<file path="config.mk">
export PLATFORM = sky130hd
export DESIGN_NAME = xsph_ctrl
export DESIGN_NICKNAME = d
export VERILOG_FILES = /design/src/hw/rtl/xsph_pkg.sv /design/src/hw/rtl/xsph_ctrl.sv
export VERILOG_INCLUDE_DIRS = /design/src /design/src/hw/rtl
export SDC_FILE = /design/constraint.sdc
export NUM_CORES = 1
export LEC_CHECK = 0
export ABC_CLOCK_PERIOD_IN_PS = 1800
export BUFFER_PORTS_ARGS = -buffer_cell sky130_fd_sc_hd__buf_2
export CAP_MARGIN = 20
export CELL_PAD_IN_SITES_DETAIL_PLACEMENT = 2
export CELL_PAD_IN_SITES_GLOBAL_PLACEMENT = 2
export CORE_ASPECT_RATIO = 0.75
export CORE_MARGIN = 2
export CORE_UTILIZATION = 29
export DETAILED_ROUTE_END_ITERATION = 16
export GPL_ROUTABILITY_DRIVEN = 0
export PLACE_DENSITY = 0.8
export SLEW_MARGIN = 10
export SYNTH_ARGS = -nofsm -noshare
export SYNTH_HDL_FRONTEND = slang
export SYNTH_SLANG_ARGS = --single-unit
</file>
<file path="constraint.sdc">
create_clock -name clock -period 1.8 [get_ports clock]
set_clock_uncertainty 0.05 [all_clocks]
set_input_delay 0.18 -clock clock [delete_from_list [all_inputs] [get_ports clock]]
set_output_delay 0.18 -clock clock [all_outputs]
set_load 0.02 [all_outputs]
</file>
<file path="src/hw/rtl/xsph_velocity_smoothing_macros.svh">
// Assertion macros shared by the XSPH velocity smoothing RTL.
// No dependencies; included by the modules that carry assertions.
`ifndef XSPH_VELOCITY_SMOOTHING_MACROS_SVH
`define XSPH_VELOCITY_SMOOTHING_MACROS_SVH

// Checked on every clock edge outside reset.
`define XSPH_ASSERT(label, prop, msg) \
   label: assert property (@(posedge clock) disable iff (reset) prop) else $error(msg);

// Checked on every clock edge, reset included.
`define XSPH_ASSERT_ALWAYS(label, prop, msg) \
   label: assert property (@(posedge clock) prop) else $error(msg);

`endif

</file>
<file path="src/hw/rtl/xsph_pkg.sv">
// Types and constants of the XSPH velocity smoothing block.
// No dependencies; used by the controller, the datapath and the top level.
package xsph_pkg;

   localparam int NW = 45;

   localparam logic [63:0] SUM_MAX    = 64'h7FFF_FFFF_FFFF_FFFF;
   localparam logic [63:0] DIST_CLAMP = 64'd33554432;
   localparam logic [63:0] QUOT_CLAMP = 64'h0000_0100_0000_0000;
   localparam logic [47:0] WEIGHT_MAX = 48'hFFFF_FFFF_FFFF;
   localparam logic [5:0]  SHIFT_RESET = 6'd32;

   typedef enum logic [1:0] {
      CSR_GAIN   = 2'd0,
      CSR_RADIUS = 2'd1,
      CSR_SHIFT  = 2'd2
   } csr_index_type;

   typedef enum logic [3:0] {
      OP_NONE, OP_LOAD, OP_DIST, OP_SQ, OP_WGT, OP_CUBE, OP_PLO, OP_PHI,
      OP_ACC, OP_DIV_INIT, OP_DIV_STEP, OP_CORR, OP_PASS, OP_EMIT
   } dp_op_type;

   typedef enum logic [3:0] {
      S_IDLE, S_DIST, S_SQ, S_WGT, S_CUBE, S_PLO, S_PHI, S_ACC, S_END,
      S_DIV_INIT, S_DIV, S_CORR, S_PASS, S_EMIT
   } ctrl_state_type;

   typedef struct packed {
      dp_op_type  op;
      logic [1:0] axis;
      logic       req_ready;
   } dp_cmd_type;

   typedef struct packed {
      logic req_valid;
      logic req_action;
      logic req_is_self;
      logic item_last;
      logic in_range;
      logic pass_through;
      logic out_free;
   } dp_status_type;

endpackage

</file>
<file path="src/hw/rtl/xsph_ctrl.sv">
// Sequencer of the XSPH velocity smoothing block: state machine, axis and bit counters.
// Depends on xsph_pkg and the assertion macros header.
`include "xsph_velocity_smoothing_macros.svh"

module xsph_ctrl (
   input  logic                   clock,
   input  logic                   reset,
   input  xsph_pkg::dp_status_type status,
   output xsph_pkg::dp_cmd_type    cmd
);
   import xsph_pkg::*;

   ctrl_state_type state_ff, state_in;
   logic [1:0] axis_ff, axis_in;
   logic [5:0] bit_ff, bit_in;

   always_ff @(posedge clock) begin
      if (reset) begin
         state_ff <= S_IDLE;
         axis_ff  <= 2'd0;
         bit_ff   <= 6'd0;
      end else begin
         state_ff <= state_in;
         axis_ff  <= axis_in;
         bit_ff   <= bit_in;
      end
   end

   always_comb begin
      state_in = state_ff;
      axis_in  = axis_ff;
      bit_in   = bit_ff;
      case (state_ff)
         S_IDLE: begin
            axis_in = 2'd0;
            if (status.req_valid) begin
               if (!status.req_action) begin
                  state_in = S_IDLE;
               end else if (status.req_is_self) begin
                  state_in = S_END;
               end else begin
                  state_in = S_DIST;
               end
            end
         end
         S_DIST: state_in = S_SQ;
         S_SQ: begin
            if (axis_ff == 2'd2) begin
               state_in = S_WGT;
               axis_in  = 2'd0;
            end else begin
               axis_in = axis_ff + 2'd1;
            end
         end
         S_WGT: state_in = status.in_range ? S_CUBE : S_END;
         S_CUBE: state_in = S_PLO;
         S_PLO: state_in = S_PHI;
         S_PHI: state_in = S_ACC;
         S_ACC: begin
            if (axis_ff == 2'd2) begin
               state_in = S_END;
               axis_in  = 2'd0;
            end else begin
               state_in = S_PLO;
               axis_in  = axis_ff + 2'd1;
            end
         end
         S_END: begin
            axis_in = 2'd0;
            if (!status.item_last) begin
               state_in = S_IDLE;
            end else if (status.pass_through) begin
               state_in = S_PASS;
            end else begin
               state_in = S_DIV_INIT;
            end
         end
         S_DIV_INIT: begin
            state_in = S_DIV;
            bit_in   = 6'd63;
         end
         S_DIV: begin
            if (bit_ff == 6'd0) begin
               state_in = S_CORR;
            end else begin
               bit_in = bit_ff - 6'd1;
            end
         end
         S_CORR: begin
            if (axis_ff == 2'd2) begin
               state_in = S_EMIT;
               axis_in  = 2'd0;
            end else begin
               state_in = S_DIV_INIT;
               axis_in  = axis_ff + 2'd1;
            end
         end
         S_PASS: begin
            if (axis_ff == 2'd2) begin
               state_in = S_EMIT;
               axis_in  = 2'd0;
            end else begin
               axis_in = axis_ff + 2'd1;
            end
         end
         S_EMIT: begin
            if (status.out_free) begin
               state_in = S_IDLE;
            end
         end
         default: begin
            state_in = S_IDLE;
            axis_in  = 2'd0;
         end
      endcase
   end

   always_comb begin
      cmd.op        = OP_NONE;
      cmd.axis      = axis_ff;
      cmd.req_ready = 1'b0;
      case (state_ff)
         S_IDLE: begin
            cmd.req_ready = 1'b1;
            if (status.req_valid) begin
               cmd.op = OP_LOAD;
            end
         end
         S_DIST:     cmd.op = OP_DIST;
         S_SQ:       cmd.op = OP_SQ;
         S_WGT:      cmd.op = OP_WGT;
         S_CUBE:     cmd.op = OP_CUBE;
         S_PLO:      cmd.op = OP_PLO;
         S_PHI:      cmd.op = OP_PHI;
         S_ACC:      cmd.op = OP_ACC;
         S_DIV_INIT: cmd.op = OP_DIV_INIT;
         S_DIV:      cmd.op = OP_DIV_STEP;
         S_CORR:     cmd.op = OP_CORR;
         S_PASS:     cmd.op = OP_PASS;
         S_EMIT:     cmd.op = status.out_free ? OP_EMIT : OP_NONE;
         default:    cmd.op = OP_NONE;
      endcase
   end

   `XSPH_ASSERT(a_axis_range, axis_ff != 2'd3, "axis counter out of range")
   `XSPH_ASSERT(a_div_start, state_ff == S_DIV_INIT |=> state_ff == S_DIV && bit_ff == 6'd63,
                "division did not start at the top bit")
   `XSPH_ASSERT(a_emit_idle, state_ff == S_EMIT && status.out_free |=> state_ff == S_IDLE,
                "result beat not followed by idle")
   `XSPH_ASSERT(a_ready_idle, cmd.req_ready |-> state_ff == S_IDLE && axis_ff == 2'd0,
                "input taken outside idle")

endmodule

</file>
==> Word level (Yosys, flattened, before mapping) <==
Cells that the tools add are included.
{ "totals": {"register_bits": 12, "in_bits": 9, "out_inout_bits": 7, "elab_cells": 53} }
{ "classes": {"n_addsub": 2, "n_eq_ne": 20, "n_mux": 21, "reduce_logical": 7} }
{ "op_table": {"columns": ["op", "count"], "rows": [
  ["$pmux 4 s14", 1],
  ["$pmux 4 s13", 1],
  ["$mux 4", 11],
  ["$eq 4x4->1 const B", 6],
  ["$eq 4x3->1 const B", 4],
  ["$ne 2x2->1 const B", 6],
  ["$pmux 6 s2", 1],
  ["$eq 4x2->1 const B", 2],
  ["$reduce_or 8->1", 1],
  ["$logic_not 6->1", 1],
  ["$mux 3", 2],
  ["$mux 6", 1],
  ["$sub 6x1->6 const B", 1],
  ["$reduce_and 5->1", 1],
  ["$eq 4x1->1 const B", 1],
  ["$logic_not 4->1", 1],
  ["$pmux 2 s2", 1],
  ["$reduce_or 4->1", 1],
  ["$add 2x1->2 const B", 1],
  ["$eq 2x2->1 const B", 1],
  ["$mux 1", 2],
  ["$mux 2", 1],
  ["$reduce_and 2->1", 1],
  ["$reduce_bool 2->1", 1]
]} }

==> Longest topological paths before layout <==
Gate-level depths: netlist (run 1).
{ "depth": {"word_depth": 4, "depth_mapped": 7, "ltp_nobuf": 6} }

==> Worst setup path after synthesis (run 1) <==
No wires, ideal clock.
{ "synth_path": {"path_kind": "flip-flop to output port", "start": "reg state_ff[0]", "end": "out cmd[5] (netlist bit)", "arrival_time_ns": 1.658, "required_ns": 1.570, "slack_ns": -0.088, "path_stages_with_launch": 6, "path_buffers": 3, "path_cell_list": "dfxtp_1 buf_6 clkbuf_1 clkbuf_1 a21oi_1 a221oi_1"} }
{ "synth_rtl": {"columns": ["item", "line_no", "text"], "rows": [
  ["start: declaration", "xsph_ctrl.sv:13", "ctrl_state_type state_ff, state_in;"],
  ["start signal: assignment", "xsph_ctrl.sv:23", "state_ff <= state_in;"],
  ["end: declaration", "xsph_ctrl.sv:9", "output xsph_pkg::dp_cmd_type cmd"]
]} }

==> Final worst setup path (run 1) <==
{ "layout_path": {"start": "reg bit_ff[1]", "end": "reg bit_ff[3]"} }
{ "layout_between": {"elab_chain_cells": 3} }
{ "layout_lines": {"columns": ["item", "line_no", "text"], "rows": [
  ["start: declaration", "xsph_ctrl.sv:15", "logic [5:0] bit_ff, bit_in;"],
  ["start signal: assignment", "xsph_ctrl.sv:25", "bit_ff <= bit_in;"],
  ["$sub 6x1->6 / $logic_not 6->1 (equally long branches)", "xsph_ctrl.sv:86, xsph_ctrl.sv:83", null],
  ["$mux 6 / $ne 2x2->1 (equally long branches)", null, null],
  ["$pmux 6 s2 / $reduce_and 2->1 (equally long branches)", null, null]
]} }
Several ways; a longest one is shown, not always the timed one. The select of a mux whose other input is x is not followed.
A chain may end at the register's enable or synchronous reset.

==> results by stage, run 1 <==
Floorplanning:
- The initial core utilization is ~31%.
- In this run the vertical extent of the chip is ~56 µm.
- The floorplan die area is a little over 0.004 mm².
- Measured along the x axis, the die boundary spans about 73 µm.
- The number of rows in the core area is 18.
- The count of pins on the block boundary is 16.
- The area of the core is about 0.0034 mm².

Timing:
- Headroom to the max-slew limit came out at just over 70%.
- Setup repair after global routing could not meet its margin everywhere.
- The share of the clock period used by the worst path is around 99%.
- The final critical-path setup slack is 15.57 ps.
- The count of endpoints failing setup in the final report is 0.
- For this run, the top clock speed supported by timing is 560.4 MHz.
- The slew at the pin closest to its max-slew limit is about 420 ps.
- Hold is met by approximately 260 ps.
- The number of hold violations in the final report is 0.
- The setup total negative slack is 0 ps.
- The count of final max-slew check failures came to 0.
- The final critical path time including I/O delays and setup is between 1500 and 2000 ps.

Pwr:
- Total power for the finished layout comes to roughly 1.4 mW.
- In this run the static leakage power is slightly below 0.5 nW.
- Power spread over the standard cell area amounts to roughly 1000 mW/mm².
- The maximum VDD drop is 0.2596 mV.

Placement:
- OpenSTA, run right after detailed placement, puts the worst setup slack at -16.96 ps.
- In this run the tool buffered the top-level ports with 15 buffer cells.
- Detailed placement ended at an HPWL of 2681 µm.
- The post-placement cell area is approximately 0.0012 mm².

CTS:
- The deepest level of the CTS H-tree is 1.
- The clock slew seen by the registers of the worst setup and hold paths is 50 ps.
- The worst-skew pair later-pin latency is 250 ps.
- Buffers inserted to repair hold after CTS numbered 0.
- The number of clock sinks is 12.
- The clock tree from TritonCTS is done.
- The TritonCTS buffer count is 3.
- The number of buffers on the longest clock path is 2.
- The cell at the root of the clock tree is sky130_fd_sc_hd__clkbuf_8.

Synthesis:
- The count of flip-flops with a built-in enable after synthesis is 0.
- After synthesis, the share of flip-flops with an asynchronous set or reset is 0%.
- The most used flip-flop cell after synthesis is sky130_fd_sc_hd__dfxtp_1.
- Counting every net in the synthesized netlist gives 144.
- After synthesis, the mean cell area works out to roughly 7.8 µm².
- Synthesis inferred 12 register bits.
- After technology mapping, the gate count stands at around 130.
- The share of the yosys chip area belonging to registers is between 20% and 30%.
- During synthesis, Yosys emitted a total of 0 warnings.
- In this run, distinct cell masters in the synthesized netlist total slightly below 50.
- After synthesis the cells add up to 0.001038 mm².

Worst setup path:
- The endpoint arrival time on the critical path is between 1500 and 2000 ps.
- The kind of end point of the critical path is a register.
- STA puts the critical path data required time at between 1500 and 2000 ps.
- The critical path class is register to register.
- Along the worst path, the maximum fanout reaches 5.
- The type of element launching the critical path is a register.

Drt:
- The first routing iteration left 29 violations.
- In the routed design, unresolved DRC markers number 0.
- The first detailed-routing pass ran for 4 iterations.
- The total number of vias is roughly 1100.
- In the final routed layout, each cell accounts on average for between 15 and 20 µm.
- In this run the remaining antenna-violating nets after routing total 0.
- The routed wire length is ~3600 µm.
- After detailed routing, the number of vias per cell comes to roughly 5.8.

Outcome:
- The flow ran to the end, and the final reports show no timing, DRC or antenna violations.

Global routing:
- The via count of the first global-routing pass is 1182.
- The global-route wire length before repair is about 6100 µm.
- Global routing finished with a remaining overflow of 0.
- The maximum number of pins on one net before global-route repair is 17.
- For this run, the total global-route usage over all layers was measured as a little under a fifth.
- The number of antenna violations at the first check in global routing is 0.

Cells and area:
- Fill cells in the final layout number 394.
- Leaving out fill and tap cells, the most frequent cell in the layout is sky130_fd_sc_hd__buf_2.
- The number of nets in the final layout is 167.
- In the layout the commonest cells are 15 x sky130_fd_sc_hd__buf_2, 14 x sky130_fd_sc_hd__buf_4, 10 x sky130_fd_sc_hd__nor2_1, 9 x sky130_fd_sc_hd__a21oi_1.
- The area added between synthesis and finish is 28.31%.
- The post-route netlist has about a third of its cells at a drive strength greater than 1.
- In the final layout, the multi-input gates occupy ~750 µm².
- After routing the design area is 0.001333 mm².
- The number of diodes is 0.
- The register area is 245.2 µm².

Hold path:
- The min-delay analysis places its worst path in the category primary input to register.

Flow run:
- Across the run, the number of max-cap violations was 0.
synth_stat cells (2+ instances only):
cell | n | area share, %
sky130_fd_sc_hd__and2_1 | 2 | 1.2
sky130_fd_sc_hd__o2111ai_1 | 2 | 1.7
sky130_fd_sc_hd__ha_1 | 2 | 2.4
sky130_fd_sc_hd__or4_1 | 3 | 2.2
sky130_fd_sc_hd__nor4_1 | 3 | 1.8
sky130_fd_sc_hd__nor2_1 | 10 | 3.6
sky130_fd_sc_hd__a21o_1 | 3 | 2.2
sky130_fd_sc_hd__clkbuf_1 | 6 | 2.2
sky130_fd_sc_hd__o21ai_0 | 4 | 1.9
sky130_fd_sc_hd__nand4b_1 | 3 | 2.5
sky130_fd_sc_hd__nand2_1 | 4 | 1.4
sky130_fd_sc_hd__o31ai_1 | 2 | 1.4
sky130_fd_sc_hd__nand2b_1 | 3 | 1.8
sky130_fd_sc_hd__a211oi_1 | 2 | 1.4
sky130_fd_sc_hd__o22a_1 | 2 | 1.7
sky130_fd_sc_hd__nor2b_1 | 3 | 1.8
sky130_fd_sc_hd__nor3_1 | 8 | 3.9
sky130_fd_sc_hd__a21oi_1 | 9 | 4.3
sky130_fd_sc_hd__a31oi_1 | 2 | 1.2
sky130_fd_sc_hd__o211ai_1 | 3 | 2.2
sky130_fd_sc_hd__xor2_1 | 5 | 4.2
sky130_fd_sc_hd__buf_2 | 2 | 0.96
sky130_fd_sc_hd__dfxtp_1 | 12 | 23
sky130_fd_sc_hd__nand3_1 | 2 | 0.96
sky130_fd_sc_hd__buf_1 | 3 | 1.1
sky130_fd_sc_hd__mux2i_1 | 4 | 3.9
sky130_fd_sc_hd__inv_1 | 7 | 2.5
critical path: stages (launching register included):
cell and delay [ps]:
sky130_fd_sc_hd__dfxtp_2 330, sky130_fd_sc_hd__inv_2 80, sky130_fd_sc_hd__ha_4 130, sky130_fd_sc_hd__or4b_4 470, sky130_fd_sc_hd__buf_6 150, sky130_fd_sc_hd__o211ai_1 190, sky130_fd_sc_hd__xor2_1 180, sky130_fd_sc_hd__a21oi_1 80
final timing paths:
check,cells after the start,slack [ps],endpoint,startpoint
min reg2reg,2,510,bit_ff[0],bit_ff[0]
max,7,20,bit_ff[3],bit_ff[1]
max reg2reg,7,20,bit_ff[3],bit_ff[1]
min,2,260,bit_ff[4],reset
metrics by stage:
stage | utilization (%) | std cells
2_1_floorplan | - | 133
5_1_grt | 39.71 | 195
3_5_place_dp | 36.13 | 188
3_3_place_gp | 36.13 | 188
4_1_cts | 38.33 | 192
6_report | 39.71 | 195
routing by layer:
metal,up-vias,global-route usage [%],part of all wire [%]
met4,0,5.026,1.3
li1,547,-,-
met2,22,29.86,47
met1,558,26.54,48
met3,4,3.804,3.0
met5,-,0,0
layout make-up:
| cell class | count | share of cell area [%] |
|---|---|---|
| sequential | 12 | 18.40 |
| tap | 40 | 3.756 |
| inverter | 7 | 1.972 |
| multi-input combinational | 101 | 56.53 |
| clock buffer | 4 | 4.131 |
| timing repair buffer | 31 | 15.21 |
timing repair:
| action | in CTS | in global routing |
|---|---|---|
| setup buffers | 0 | 3 |
| setup endpoints to repair | 7 | 10 |
| pin swaps | 2 | 6 |
| resized for setup | 7 | 8 |
flip-flops by register name (all words and copies together), names as in the netlist:
register  count
axis_ff       2
bit_ff        6
state_ff      4
cell families after synthesis:
family                   after synthesis  share of synthesized area [%]
XOR/XNOR                               6                          5.060
AO/OA/AOI/OAI                         43                          31.33
buffers and inverters                 20                          8.313
flip-flops                            12                          23.13
adder cells (fa/ha/maj)                2                          2.409
multiplexers                           4                          3.856
AND/OR/NAND/NOR                       46                          25.90
power by group:
part | switching [mW] | total, mW | internal [mW]
Sequential | 0.0520 | 0.352 | 0.300
Combinational | 0.404 | 0.697 | 0.293
Clock | 0.108 | 0.301 | 0.194
No activity file was read; power rests on OpenSTA's default activity.
==> inputs of run 2 (changes only) <==
PLACE_DENSITY = 0.76   (was 0.8)
==> results by stage, run 2 (synthesis results as in run 1) <==
Global routing:
- The total congestion overflow is 0 (unchanged).
- The via count of the first global-routing pass is 1243 (+5.2%).
- The maximum number of pins on one net before global-route repair came to 15 (-2).
- The global routing usage summed across all routing layers is 20.39% (+1.3 points).
- The number of antenna violations at the first check in global routing was 0 (unchanged).
- The global-route wire length before repair came to 6492 µm (+6.2%).

Cells and area:
- The area added between synthesis and finish is 30.36%.
- The number of diodes is 0 (unchanged).
- The fraction of the core area covered by cells at the end of the flow is 40.34% (+0.63 points).
- The register area came to 245.2 µm² (unchanged).
- The number of flip-flops in the largest register came to 6 (unchanged).
- The most common library cell in the layout ignoring fill and taps is sky130_fd_sc_hd__buf_4.
- The number of nets in the final layout is 169 (+1.2%).
- The fraction of layout cells with a size suffix above 1 came to 33.12% (+0.86 points).
- The multi-input gate area in the final layout was 748.2 µm² (-0.66%).
- The register name with the most flops is bit_ff.
- The number of cells in the finished layout apart from fillers is 197 (+1.0%).
- In the layout the commonest cells are 17 x sky130_fd_sc_hd__buf_4, 14 x sky130_fd_sc_hd__buf_2, 10 x sky130_fd_sc_hd__nor2_1, 9 x sky130_fd_sc_hd__a21oi_1.
- The count of filler cells inserted in the layout came to 389 (-1.3%).
- The largest registers in the layout are bit_ff: 6 flops, state_ff: 4 flops, axis_ff: 2 flops.

Flow run:
- The number of maximum-capacitance constraint violations is 0 (unchanged).

CTS:
- The TritonCTS buffer count is 3 (unchanged).
- The clock slew seen by the registers of the worst setup and hold paths is 50 ps (about the same).
- The number of buffers on the longest clock path is 2 (unchanged).
- The number of clock sinks came to 12 (unchanged).
- The tree is rooted in a sky130_fd_sc_hd__clkbuf_8.
- The clock tree from TritonCTS is done.
- The deepest level of the CTS H-tree is 1 (unchanged).
- The worst-skew pair later-pin latency was 250 ps (about the same).
- The hold-fix buffer count after cts is 0 (unchanged).

Timing:
- Setup repair after global routing could not meet its margin everywhere.
- The count of final max-slew check failures came to 0 (unchanged).
- The slew at the pin closest to its max-slew limit was 450.2 ps (+28.40 ps).
- The final critical path time including I/O delays and setup is 1833 ps (+48.99 ps).
- The count of endpoints failing setup in the final report was 1 (+1).
- The share of the clock period used by the worst path is 101.9% (+2.7 points).
- The number of hold violations in the final report came to 0 (unchanged).
- The relative slew slack is 69.93% (-1.7 points).
- The highest attainable clock frequency came to 545.4 MHz (-2.7%).
- The setup total negative slack is -33.42 ps (-33.42 ps).
- The final critical-path setup slack is -33.42 ps (-48.99 ps).

Floorplanning:
- The floorplan die area is 0.004081 mm² (unchanged).
- The area of the core is 0.003356 mm² (unchanged).
- The initial core utilization is 30.95% (unchanged).
- The height of the chip is 55.83 µm (unchanged).
- The number of rows in the core area is 18 (unchanged).
- The count of pins on the block boundary was 16 (unchanged).
- The chip width came to 73.10 µm (unchanged).

Worst setup path:
- The number of buffers and inverters on the critical path was 2 (unchanged).
- The kind of end point of the critical path is a register.
- The critical path data required time came to 1870 ps (about the same).
- The longest individual stage delay on the worst path is 470 ps (about the same).
- The endpoint arrival time on the critical path came to 1910 ps (+50 ps).
- Traced cell by cell, the critical path runs through inv_2, ha_4, or4b_4, buf_6, o2111ai_1, xor2_1, a21oi_1.
- The kind of cell with the highest combined delay along the critical path is simple AND/OR/NAND/NOR gates.
- The slack of the worst reg-to-reg path is -30 ps (-50 ps).
- The critical path in this run is classified as register to register.
- The library cell contributing the largest single delay on the critical path is sky130_fd_sc_hd__or4b_4.
- The type of element launching the critical path is a register.
- The largest fanout on the critical path is 5 (unchanged).

Outcome:
- The run finished, with violations left.
- The final reports fail on negative setup slack.

Drt:
- The antenna violation net count after detailed routing is 0 (unchanged).
- The count of unresolved DRC violations after routing is 0 (unchanged).
- The routed wire length is 3845 µm (+5.7%).
- The average via count per standard cell is 5.843 (+0.74%).
- The average detailed-routed wire length per instance is 19.52 µm (+4.7%).
- The DRC violation total after the first TritonRoute iteration is 35 (+21%).
- The total number of vias came to 1151 (+1.8%).
- The number of detailed-route iterations in the first pass is 4 (unchanged).

Placement:
- The number of placed instances, taps included is 189 (+0.53%).
- The count of port buffers added during placement came to 15 (unchanged).
- The sum of net half-perimeters after detailed placement is 2836 µm (+5.8%).

Pwr:
- The areal power density over the cells is 1018 mW/mm² (+0.50%).
- The static leakage power is 0.4992 nW (+2.3%).
- The maximum VDD drop came to 0.3730 mV (+44%).
- The total power consumption of the routed design is 1.379 mW (+2.1%).

Hold path:
- The class of the most critical hold timing path is primary input to register.
run 2: layer usage:
| layer | share of wire (%) | track usage, % |
|---|---|---|
| met3 | 4.0 | 3.986 |
| met5 | 0 | 0 |
| met4 | 1.1 | 4.497 |
| met1 | 48 | 28.67 |
| met2 | 46 | 31.92 |
run 2: layout make-up:
cell class | instances | area share (%)
multi-input combinational | 101 | 55.27
sequential | 12 | 18.11
timing repair buffer | 33 | 16.91
clock buffer | 4 | 4.067
tap | 40 | 3.697
inverter | 7 | 1.941
run 2: through the flow:
stage | worst slack (ps) | cell area, µm² | hold WS [ps]
2_1_floorplan | -2.247 | 1050 | 310.3
3_3_place_gp | 58.55 | 1232 | 494.1
3_5_place_dp | -56.02 | 1232 | 513.4
4_1_cts | -5.152 | 1314 | 248.9
5_1_grt | -124.7 | 1354 | 285.2
6_report | -33.42 | 1354 | 257.6
run 2: worst reg2reg max path, stage by stage, from the launching register on:
cell and delay [ps]:
sky130_fd_sc_hd__dfxtp_2 330, sky130_fd_sc_hd__inv_2 80, sky130_fd_sc_hd__ha_4 120, sky130_fd_sc_hd__or4b_4 470
sky130_fd_sc_hd__buf_6 150, sky130_fd_sc_hd__o2111ai_1 220, sky130_fd_sc_hd__xor2_1 200, sky130_fd_sc_hd__a21oi_1 100
run 2: report_power, final:
part / internal [mW] / switching (mW) / total, mW
combinational: 0.308 / 0.418 / 0.726
sequential: 0.300 / 0.0555 / 0.355
clock: 0.194 / 0.104 / 0.298
run 2: worst paths after layout:
kind                    end  cells after the start  startpoint
setup / recovery  bit_ff[5]                      7   bit_ff[1]
hold / removal    bit_ff[2]                      2       reset
setup reg to reg  bit_ff[5]                      7   bit_ff[1]
hold reg to reg   bit_ff[0]                      2   bit_ff[0]
run 2: repair_timing:
action / in CTS / in global routing
endpoints found under the setup margin: 10 / 10
pin swaps: 4 / 9
buffers inserted: 1 / 3
endpoints found under the hold margin: 0 / 0
resized for setup: 9 / 6
